$ cat src/clcd_pkg.sv
// Shared types, constants and microcode layout for the character LCD controller.
`default_nettype none
package clcd_pkg;

    // Operation codes carried in the func field
    localparam logic [2:0] FuncCommand = 3'd0;
    localparam logic [2:0] FuncData    = 3'd1;
    localparam logic [2:0] FuncClear   = 3'd2;
    localparam logic [2:0] FuncCursor  = 3'd3;
    localparam logic [2:0] FuncInit    = 3'd4;

    // Timing constants in milliseconds
    localparam logic [5:0] PowerUpMs  = 6'd50;
    localparam logic [5:0] StrobeMs   = 6'd1;
    localparam logic [5:0] CmdSlowMs  = 6'd2;

    // Command bytes that need the long execution time
    localparam logic [7:0] CmdClear = 8'h01;
    localparam logic [7:0] CmdHome  = 8'h02;

    // Microcode address width and program entry points
    localparam int unsigned UpcW = 4;
    localparam logic [UpcW-1:0] EntByte  = 4'd0;
    localparam logic [UpcW-1:0] EntClear = 4'd2;
    localparam logic [UpcW-1:0] EntInit  = 4'd4;

    // Kind of step: one nibble (three pin states) or one idle state
    typedef enum logic {
        UK_NIB  = 1'b0,
        UK_WAIT = 1'b1
    } t_ukind;

    // Where the nibble of a step comes from
    typedef enum logic [1:0] {
        US_CONST = 2'd0,
        US_HI    = 2'd1,
        US_LO    = 2'd2
    } t_usrc;

    // One control word of the sequencer program
    typedef struct packed {
        t_ukind          kind;
        t_usrc           src;
        logic [3:0]      nib;    // constant nibble for US_CONST
        logic [2:0]      extra;  // extra ms held on the third pin state
        logic            cmdx;   // add the slow-command delay if the byte asks for it
        logic            done;   // final step of the operation
        logic [UpcW-1:0] nxt;    // following step
    } t_uword;

    // Sequencer state, one-hot
    typedef enum logic [1:0] {
        S_IDLE = 2'b01,
        S_RUN  = 2'b10
    } t_state;

endpackage
`default_nettype wire

$ cat src/clcd_in_if.sv
// Input channel: one operation word with its handshake.
`default_nettype none
interface clcd_in_if;
    logic       valid;
    logic       ready;
    logic [2:0] func;
    logic [7:0] byte_value;
    logic       row;
    logic [5:0] col;

    modport source (output valid, output func, output byte_value, output row, output col,
                    input ready);
    modport sink   (input valid, input func, input byte_value, input row, input col,
                    output ready);
endinterface
`default_nettype wire

$ cat src/clcd_out_if.sv
// Output channel: one pin-state word with its handshake.
`default_nettype none
interface clcd_out_if;
    logic       valid;
    logic       ready;
    logic       reg_select;
    logic       enable;
    logic [3:0] data_nibble;
    logic [5:0] hold_ms;
    logic       last;

    modport source (output valid, output reg_select, output enable, output data_nibble,
                    output hold_ms, output last, input ready);
    modport sink   (input valid, input reg_select, input enable, input data_nibble,
                    input hold_ms, input last, output ready);
endinterface
`default_nettype wire

$ cat src/clcd_urom.sv
// Microcode ROM: the step programs for byte, clear and init operations.
`default_nettype none
module clcd_urom (
    input  wire logic [clcd_pkg::UpcW-1:0] i_addr,
    output clcd_pkg::t_uword               o_uword
);

    function automatic clcd_pkg::t_uword uw(
        input clcd_pkg::t_ukind          kind,
        input clcd_pkg::t_usrc           src,
        input logic [3:0]                nib,
        input logic [2:0]                extra,
        input logic                      cmdx,
        input logic                      done,
        input logic [clcd_pkg::UpcW-1:0] nxt
    );
        clcd_pkg::t_uword w;
        w.kind  = kind;
        w.src   = src;
        w.nib   = nib;
        w.extra = extra;
        w.cmdx  = cmdx;
        w.done  = done;
        w.nxt   = nxt;
        return w;
    endfunction

    always_comb begin
        case (i_addr)
            // byte program: high nibble, then low nibble with slow-command check
            4'd0:    o_uword = uw(clcd_pkg::UK_NIB, clcd_pkg::US_HI, 4'h0, 3'd0, 1'b0, 1'b0, 4'd1);
            4'd1:    o_uword = uw(clcd_pkg::UK_NIB, clcd_pkg::US_LO, 4'h0, 3'd0, 1'b1, 1'b1, 4'd0);
            // clear: 0x01 with 4 ms extra on the low nibble; the slow-command delay is not added
            4'd2:    o_uword = uw(clcd_pkg::UK_NIB, clcd_pkg::US_CONST, 4'h0, 3'd0, 1'b0, 1'b0,
                                  4'd3);
            4'd3:    o_uword = uw(clcd_pkg::UK_NIB, clcd_pkg::US_CONST, 4'h1, 3'd4, 1'b0, 1'b1,
                                  4'd0);
            // init: power-up wait, wake-up nibbles, function/display/entry, then clear
            4'd4:    o_uword = uw(clcd_pkg::UK_WAIT, clcd_pkg::US_CONST, 4'h0, 3'd0, 1'b0, 1'b0,
                                  4'd5);
            4'd5:    o_uword = uw(clcd_pkg::UK_NIB, clcd_pkg::US_CONST, 4'h3, 3'd5, 1'b0, 1'b0,
                                  4'd6);
            4'd6:    o_uword = uw(clcd_pkg::UK_NIB, clcd_pkg::US_CONST, 4'h3, 3'd5, 1'b0, 1'b0,
                                  4'd7);
            4'd7:    o_uword = uw(clcd_pkg::UK_NIB, clcd_pkg::US_CONST, 4'h3, 3'd1, 1'b0, 1'b0,
                                  4'd8);
            4'd8:    o_uword = uw(clcd_pkg::UK_NIB, clcd_pkg::US_CONST, 4'h2, 3'd1, 1'b0, 1'b0,
                                  4'd9);
            4'd9:    o_uword = uw(clcd_pkg::UK_NIB, clcd_pkg::US_CONST, 4'h2, 3'd0, 1'b0, 1'b0,
                                  4'd10);
            4'd10:   o_uword = uw(clcd_pkg::UK_NIB, clcd_pkg::US_CONST, 4'h8, 3'd0, 1'b0, 1'b0,
                                  4'd11);
            4'd11:   o_uword = uw(clcd_pkg::UK_NIB, clcd_pkg::US_CONST, 4'h0, 3'd0, 1'b0, 1'b0,
                                  4'd12);
            4'd12:   o_uword = uw(clcd_pkg::UK_NIB, clcd_pkg::US_CONST, 4'hC, 3'd0, 1'b0, 1'b0,
                                  4'd13);
            4'd13:   o_uword = uw(clcd_pkg::UK_NIB, clcd_pkg::US_CONST, 4'h0, 3'd0, 1'b0, 1'b0,
                                  4'd14);
            4'd14:   o_uword = uw(clcd_pkg::UK_NIB, clcd_pkg::US_CONST, 4'h6, 3'd0, 1'b0, 1'b0,
                                  clcd_pkg::EntClear);
            default: o_uword = uw(clcd_pkg::UK_WAIT, clcd_pkg::US_CONST, 4'h0, 3'd0, 1'b0, 1'b1,
                                  4'd0);
        endcase
    end

endmodule
`default_nettype wire

$ cat src/char_lcd_4bit_interface_core.sv
// Top level: microcoded sequencer turning LCD operations into timed pin states.
// Start: an accepted operation moves the sequencer to run, and its first pin state is then registered.
// Throughput: one pin state per cycle while the sink is ready; 6 states for command, data,
//   cursor and clear, 37 for init; a new operation is taken only once the sequencer is idle.
//   The pace is set by the single step counter walking the microcode ROM.
// Reset: synchronous, active low; returns to idle and drops the output valid.
`default_nettype none
module char_lcd_4bit_interface_core (
    input  wire logic      i_clk,
    input  wire logic      i_rst_n,
    clcd_in_if.sink        i_cmd,
    clcd_out_if.source     o_pin
);

    // Control state
    clcd_pkg::t_state             r_state, n_state;
    logic [clcd_pkg::UpcW-1:0]    r_pc, n_pc;
    logic [1:0]                   r_phase, n_phase;   // pin state within a nibble: 0, 1, 2
    logic                         r_ovalid, n_ovalid;

    // Datapath registers (no reset needed)
    logic [7:0]                   r_byte, n_byte;
    logic                         r_rs, n_rs;
    logic                         r_o_rs, n_o_rs;
    logic                         r_o_en, n_o_en;
    logic [3:0]                   r_o_nib, n_o_nib;
    logic [5:0]                   r_o_hold, n_o_hold;
    logic                         r_o_last, n_o_last;

    clcd_pkg::t_uword             uword;
    logic                         in_take;
    logic                         out_free;
    logic                         slow_cmd;
    logic                         step_end;
    logic [3:0]                   nib;

    clcd_urom u_urom (
        .i_addr  (r_pc),
        .o_uword (uword)
    );

    // Accept a new operation only when the sequencer is idle
    assign i_cmd.ready = (r_state == clcd_pkg::S_IDLE);
    assign in_take     = i_cmd.valid && i_cmd.ready;

    // Output register may load when empty or being drained this cycle
    assign out_free = !r_ovalid || o_pin.ready;

    // Clear and home commands need the long execution delay; data never does
    assign slow_cmd = uword.cmdx && !r_rs && (r_byte == clcd_pkg::CmdClear ||
                                              r_byte == clcd_pkg::CmdHome);

    // A step ends after its single idle state or after the third pin state of a nibble
    assign step_end = (uword.kind == clcd_pkg::UK_WAIT) || (r_phase == 2'd2);

    always_comb begin
        case (uword.src)
            clcd_pkg::US_HI: nib = r_byte[7:4];
            clcd_pkg::US_LO: nib = r_byte[3:0];
            default:         nib = uword.nib;
        endcase
    end

    always_comb begin
        n_state  = r_state;
        n_pc     = r_pc;
        n_phase  = r_phase;
        n_ovalid = r_ovalid && !o_pin.ready;
        n_byte   = r_byte;
        n_rs     = r_rs;
        n_o_rs   = r_o_rs;
        n_o_en   = r_o_en;
        n_o_nib  = r_o_nib;
        n_o_hold = r_o_hold;
        n_o_last = r_o_last;

        case (r_state)
            clcd_pkg::S_IDLE: begin
                // Decode the operation into a byte, a register select and an entry point
                n_phase = 2'd0;
                if (in_take) begin
                    n_rs   = 1'b0;
                    n_byte = i_cmd.byte_value;
                    case (i_cmd.func)
                        clcd_pkg::FuncCommand: begin
                            n_pc    = clcd_pkg::EntByte;
                            n_state = clcd_pkg::S_RUN;
                        end
                        clcd_pkg::FuncData: begin
                            n_rs    = 1'b1;
                            n_pc    = clcd_pkg::EntByte;
                            n_state = clcd_pkg::S_RUN;
                        end
                        clcd_pkg::FuncClear: begin
                            n_pc    = clcd_pkg::EntClear;
                            n_state = clcd_pkg::S_RUN;
                        end
                        clcd_pkg::FuncCursor: begin
                            // 0x80 | (row base + col); col < 64 so this never carries
                            n_byte  = {1'b1, i_cmd.row, i_cmd.col};
                            n_pc    = clcd_pkg::EntByte;
                            n_state = clcd_pkg::S_RUN;
                        end
                        clcd_pkg::FuncInit: begin
                            n_pc    = clcd_pkg::EntInit;
                            n_state = clcd_pkg::S_RUN;
                        end
                        default: begin
                            // undefined codes produce no pin states
                            n_state = clcd_pkg::S_IDLE;
                        end
                    endcase
                end
            end
            clcd_pkg::S_RUN: begin
                if (out_free) begin
                    // Build the next pin state from the current control word
                    n_ovalid = 1'b1;
                    n_o_rs   = r_rs;
                    n_o_last = uword.done && step_end;
                    if (uword.kind == clcd_pkg::UK_WAIT) begin
                        n_o_rs   = 1'b0;
                        n_o_en   = 1'b0;
                        n_o_nib  = 4'h0;
                        n_o_hold = clcd_pkg::PowerUpMs;
                    end else begin
                        n_o_en  = (r_phase == 2'd1);
                        n_o_nib = nib;
                        if (r_phase == 2'd2) begin
                            n_o_hold = clcd_pkg::StrobeMs + {3'b000, uword.extra}
                                     + (slow_cmd ? clcd_pkg::CmdSlowMs : 6'd0);
                        end else begin
                            n_o_hold = clcd_pkg::StrobeMs;
                        end
                    end
                    // Advance the phase, then the step, then drop back to idle
                    if (step_end) begin
                        n_phase = 2'd0;
                        if (uword.done) begin
                            n_state = clcd_pkg::S_IDLE;
                        end else begin
                            n_pc = uword.nxt;
                        end
                    end else begin
                        n_phase = r_phase + 2'd1;
                    end
                end
            end
            default: begin
                n_state = clcd_pkg::S_IDLE;
            end
        endcase
    end

    always_ff @(posedge i_clk) begin
        if (!i_rst_n) begin
            r_state  <= clcd_pkg::S_IDLE;
            r_pc     <= clcd_pkg::EntByte;
            r_phase  <= 2'd0;
            r_ovalid <= 1'b0;
        end else begin
            r_state  <= n_state;
            r_pc     <= n_pc;
            r_phase  <= n_phase;
            r_ovalid <= n_ovalid;
        end
    end

    always_ff @(posedge i_clk) begin
        r_byte   <= n_byte;
        r_rs     <= n_rs;
        r_o_rs   <= n_o_rs;
        r_o_en   <= n_o_en;
        r_o_nib  <= n_o_nib;
        r_o_hold <= n_o_hold;
        r_o_last <= n_o_last;
    end

    assign o_pin.valid       = r_ovalid;
    assign o_pin.reg_select  = r_o_rs;
    assign o_pin.enable      = r_o_en;
    assign o_pin.data_nibble = r_o_nib;
    assign o_pin.hold_ms     = r_o_hold;
    assign o_pin.last        = r_o_last;

endmodule
`default_nettype wire
$ cat src/flat_wrapper.sv
// flat-port wrapper written by rule: the top's interface ports become plain ports
module char_lcd_4bit_interface_core_flat 
  (i_clk, i_rst_n, i_cmd_valid, i_cmd_func, i_cmd_byte_value, i_cmd_row, i_cmd_col, i_cmd_ready, o_pin_valid, o_pin_reg_select, o_pin_enable, o_pin_data_nibble, o_pin_hold_ms, o_pin_last, o_pin_ready);
  clcd_in_if i_cmd_i ();
  clcd_out_if o_pin_i ();
  input  wire logic i_clk;
  input  wire logic i_rst_n;
  input wire logic [$bits(i_cmd_i.valid)-1:0] i_cmd_valid;
  input wire logic [$bits(i_cmd_i.func)-1:0] i_cmd_func;
  input wire logic [$bits(i_cmd_i.byte_value)-1:0] i_cmd_byte_value;
  input wire logic [$bits(i_cmd_i.row)-1:0] i_cmd_row;
  input wire logic [$bits(i_cmd_i.col)-1:0] i_cmd_col;
  output wire logic [$bits(i_cmd_i.ready)-1:0] i_cmd_ready;
  output wire logic [$bits(o_pin_i.valid)-1:0] o_pin_valid;
  output wire logic [$bits(o_pin_i.reg_select)-1:0] o_pin_reg_select;
  output wire logic [$bits(o_pin_i.enable)-1:0] o_pin_enable;
  output wire logic [$bits(o_pin_i.data_nibble)-1:0] o_pin_data_nibble;
  output wire logic [$bits(o_pin_i.hold_ms)-1:0] o_pin_hold_ms;
  output wire logic [$bits(o_pin_i.last)-1:0] o_pin_last;
  input wire logic [$bits(o_pin_i.ready)-1:0] o_pin_ready;
  assign i_cmd_i.valid = i_cmd_valid;
  assign i_cmd_i.func = i_cmd_func;
  assign i_cmd_i.byte_value = i_cmd_byte_value;
  assign i_cmd_i.row = i_cmd_row;
  assign i_cmd_i.col = i_cmd_col;
  assign i_cmd_ready = i_cmd_i.ready;
  assign o_pin_valid = o_pin_i.valid;
  assign o_pin_reg_select = o_pin_i.reg_select;
  assign o_pin_enable = o_pin_i.enable;
  assign o_pin_data_nibble = o_pin_i.data_nibble;
  assign o_pin_hold_ms = o_pin_i.hold_ms;
  assign o_pin_last = o_pin_i.last;
  assign o_pin_i.ready = o_pin_ready;
  char_lcd_4bit_interface_core u_core (.i_clk(i_clk), .i_rst_n(i_rst_n), .i_cmd(i_cmd_i), .o_pin(o_pin_i));
endmodule
$ cat config.mk
export PLATFORM = sky130hd
export DESIGN_NAME = char_lcd_4bit_interface_core_flat
export DESIGN_NICKNAME = d
export VERILOG_FILES = /design/src/clcd_pkg.sv /design/src/clcd_in_if.sv /design/src/clcd_out_if.sv /design/src/clcd_urom.sv /design/src/char_lcd_4bit_interface_core.sv /design/src/flat_wrapper.sv
export SDC_FILE = /design/constraint.sdc
export NUM_CORES = 1
export LEC_CHECK = 0
export ABC_AREA = 0
export BUFFER_PORTS_ARGS = -buffer_cell sky130_fd_sc_hd__buf_2
export CORE_ASPECT_RATIO = 0.75
export CORE_MARGIN = 3
export CORE_UTILIZATION = 55
export DETAILED_ROUTE_END_ITERATION = 6
export PLACE_DENSITY = 0.77
export SLEW_MARGIN = 30
export SYNTH_ARGS = -nofsm -noshare
export SYNTH_HDL_FRONTEND = slang
export SYNTH_SLANG_ARGS = --single-unit
$ cat constraint.sdc
create_clock -name i_clk -period 3.3 [get_ports i_clk]
set_clock_uncertainty 0.05 [all_clocks]
set_input_delay 0.66 -clock i_clk [delete_from_list [all_inputs] [get_ports i_clk]]
set_output_delay 0.66 -clock i_clk [all_outputs]
set_load 0.03 [all_outputs]
==> metrics.yaml <==
outcome: "finished clean"
synth_top_area_cell: "edfxtp_1"
core.rowCount: 18
h-tree-depth: 2
clock_latency_ns: 0.29
finalSetupTns_ns: 0
place_ws_ns: 0.472
antenna_found_initial: 0
synth-async-reset-ratio: 0
grt_max_degree: 21
seq_area_sq_um: 1090
grt_overflow: 0
endpoint_kind: "register"
wire_per_inst_um: 15.3
clock_sinks: 44
grt_pass1_wl_um: 6940
synth_top_area_frac: 0.294
irDropWorstVdd_v: 0.000277
num_io_pins: 37
cts_hold_buf: 0
postCtsSetupRepairBufs: 0
synth_warnings: 0
holdCritPathClass: "reg2reg"
fmax_mhz: 349
holdPathStages: 2
grt_pass1_vias: 1454
timing.final.ws_setup_ns: 0.434
r2r_cells: 10
cts_made_buffers: 5
power.density_nw_per_um2: 419
ant_nets: 0
die_w_um: 78.1
drive_gt1_frac: 0.274
dieArea_sq_um: 4690
critical_path.max_fanout: 7
setup_viol: 0
rsz0062_at_grt: "false"
tightest_slew_ns: 0.574
fillers: 286
ys_types: 51
crit_cells: 10
drt_iter0_markers: 86
vias: 1522
syn_nets: 222
multi_input_area_sq_um: 955
hpwl_um: 3200
hold_violations: 0
die_h_um: 60.0
yosysMostFrequentCell: "dfxtp_1"
drc: 0
ys_ff_latch: 44
synth_flop_cell: "dfxtp_1"
max_stage_delay_ns: 0.38
cts_tree: "built"
place_inst: 268
worstPathCellList: "inv_1 > ha_1 > o21ba_2 > a32o_1 > mux2_2 > and2_1 > inv_1 > ha_1 > nor4b_1 > o21bai_1"
slew_headroom: 0.617
path_clk_slew_ns: 0.08
avgSynthCellArea_sq_um: 11.3
syn_inst: 189
wirelength_um: 4220
syn2layout_area_growth_pct: 13.1
synth_edf_count: 21
finalNetCount: 258
design.core.area_sq_um: 3510
maxCapViolations: 0
cts_root_buf: "clkbuf_8"
cp-start-kind: "register"
syn_area_sq_um: 2140
start_util: 0.610
arrival_ns: 3.04
cp_slowest_cell: "dfxtp_1"
first_pass_iters: 4
place_area_sq_um: 2340
fin_area_sq_um: 2420
viasPerCell: 5.51
grt_use_total: 0.197
timing.hold.ws_ns: 0.503
fin_crit_sh: 0.869
synth_area_leaders: "edfxtp_1 (29%), dfxtp_1 (21%), ha_1 (6.4%)"
fin_cells: 276
clockBufferDepth: 2
crit_required_ns: 3.47
path_class: "reg2reg"
layout_min_cycle_time_ns: 2.87
ys_seq_area_frac: 0.509
io_buffers: 36
cp_top_family: "compound AO/OA/AOI/OAI gates"
synthTopCellsByCount: "dfxtp_1 (23), edfxtp_1 (21), nor2_1 (15), inv_1 (12)"
routabilityCongestion: 0.936
power.leakage_nw: 1.06
insertedDiodeCount: 0
post_cts_resized: 0
path_buf_inv: 2
slew_viol_final: 0
[state kept, by name (all words and copies together) (netlist names)]
name                      cells
u_core.r_state                2
u_core.o_pin.data_nibble      4
u_core.r_pc                   4
u_core.o_pin.valid            1
u_core.o_pin.hold_ms          5
u_core.u_urom.o_uword        14
u_core.r_byte                 8
u_core.o_pin.reg_select       1
u_core.o_pin.last             1
u_core.o_pin.enable           1
u_core.r_phase                2
u_core.r_rs                   1
[cells in the final DEF, fill, tap and decap left out, types with 3 or more instances in the layout]
cell type,Yosys,layout
dfxtp_1,23,23
edfxtp_1,21,21
a21oi_1,10,10
mux2i_1,5,5
buf_2,2,36
clkbuf_8,0,5
inv_1,12,12
mux2_2,11,11
a211oi_1,3,3
and3_1,4,4
nand2_1,6,6
ha_1,11,11
a22oi_1,6,6
a21o_1,3,3
nor2_1,15,15
and2_1,4,4
nand3_1,4,4
nor2b_1,3,3
nor3b_1,3,3
[power by group]
part / switching, mW / internal [mW] / total [mW]
registers: 0.0105 / 0.589 / 0.600
logic: 0.0545 / 0.0448 / 0.0994
clock network: 0.167 / 0.149 / 0.316
total: 0.232 / 0.782 / 1.01
[per-stage QoR]
| stage | total power, mW | util |
|---|---|---|
| floorplan | 0.680 | - |
| global placement | 0.706 | 0.666 |
| detailed placement | 0.710 | 0.666 |
| CTS | 1.02 | 0.689 |
| global route | 1.06 | 0.689 |
| finish | 1.01 | 0.689 |
[routing by layer]
layer  vias to the layer above  part of all wire  GRT usage
met5                         -                 0          0
met4                         0            0.0095     0.0599
met3                         5             0.054     0.0422
met2                        44              0.48      0.345
met1                       717              0.45      0.249
li1                        756                 -          -
[worst paths after layout]
| path | end | startpoint | slack (ns) |
|---|---|---|---|
| worst max-delay path | u_core.u_urom.o_uword[6]$_DFF_P_ | u_core.r_phase[0]$_SDFFE_PN0N_ | 0.43 |
| worst min-delay path | u_core.r_phase[1]$_SDFFE_PN0N_ | u_core.r_phase[1]$_SDFFE_PN0N_ | 0.50 |
| worst max register to register | u_core.u_urom.o_uword[6]$_DFF_P_ | u_core.r_phase[0]$_SDFFE_PN0N_ | 0.43 |
| worst min register to register | u_core.r_phase[1]$_SDFFE_PN0N_ | u_core.r_phase[1]$_SDFFE_PN0N_ | 0.50 |
[cell families (layout without fill, tap and decap cells)]
| group | after synthesis | count (layout) | share of synthesized area |
|---|---|---|---|
| AOI/OAI and AO/OA | 40 | 40 | 0.137 |
| DFF | 44 | 44 | 0.509 |
| and+or+nand+nor | 55 | 55 | 0.147 |
| buffers and inverters | 20 | 57 | 0.0450 |
| xor gates and xnor gates | 1 | 1 | 0.00409 |
| adders and majority gates | 11 | 11 | 0.0643 |
| muxes | 18 | 18 | 0.0935 |
[layout make-up]
cell class | count | area share
repair buffers | 37 | 0.0775
multi-input cells | 125 | 0.394
flip-flops and latches | 44 | 0.450
clock buffers | 7 | 0.0315
inverters | 12 | 0.0186
well taps | 50 | 0.0258
clock inverters | 1 | 0.00207
[worst reg2reg max path, stage by stage (launching register included)]
cell and delay (ns):
dfxtp_1 0.38, inv_1 0.09, ha_1 0.29, o21ba_2 0.26, a32o_1 0.36, mux2_2 0.27
and2_1 0.19, inv_1 0.12, ha_1 0.23, nor4b_1 0.38, o21bai_1 0.18
Note: power is estimated with default switching activity, not from simulation.
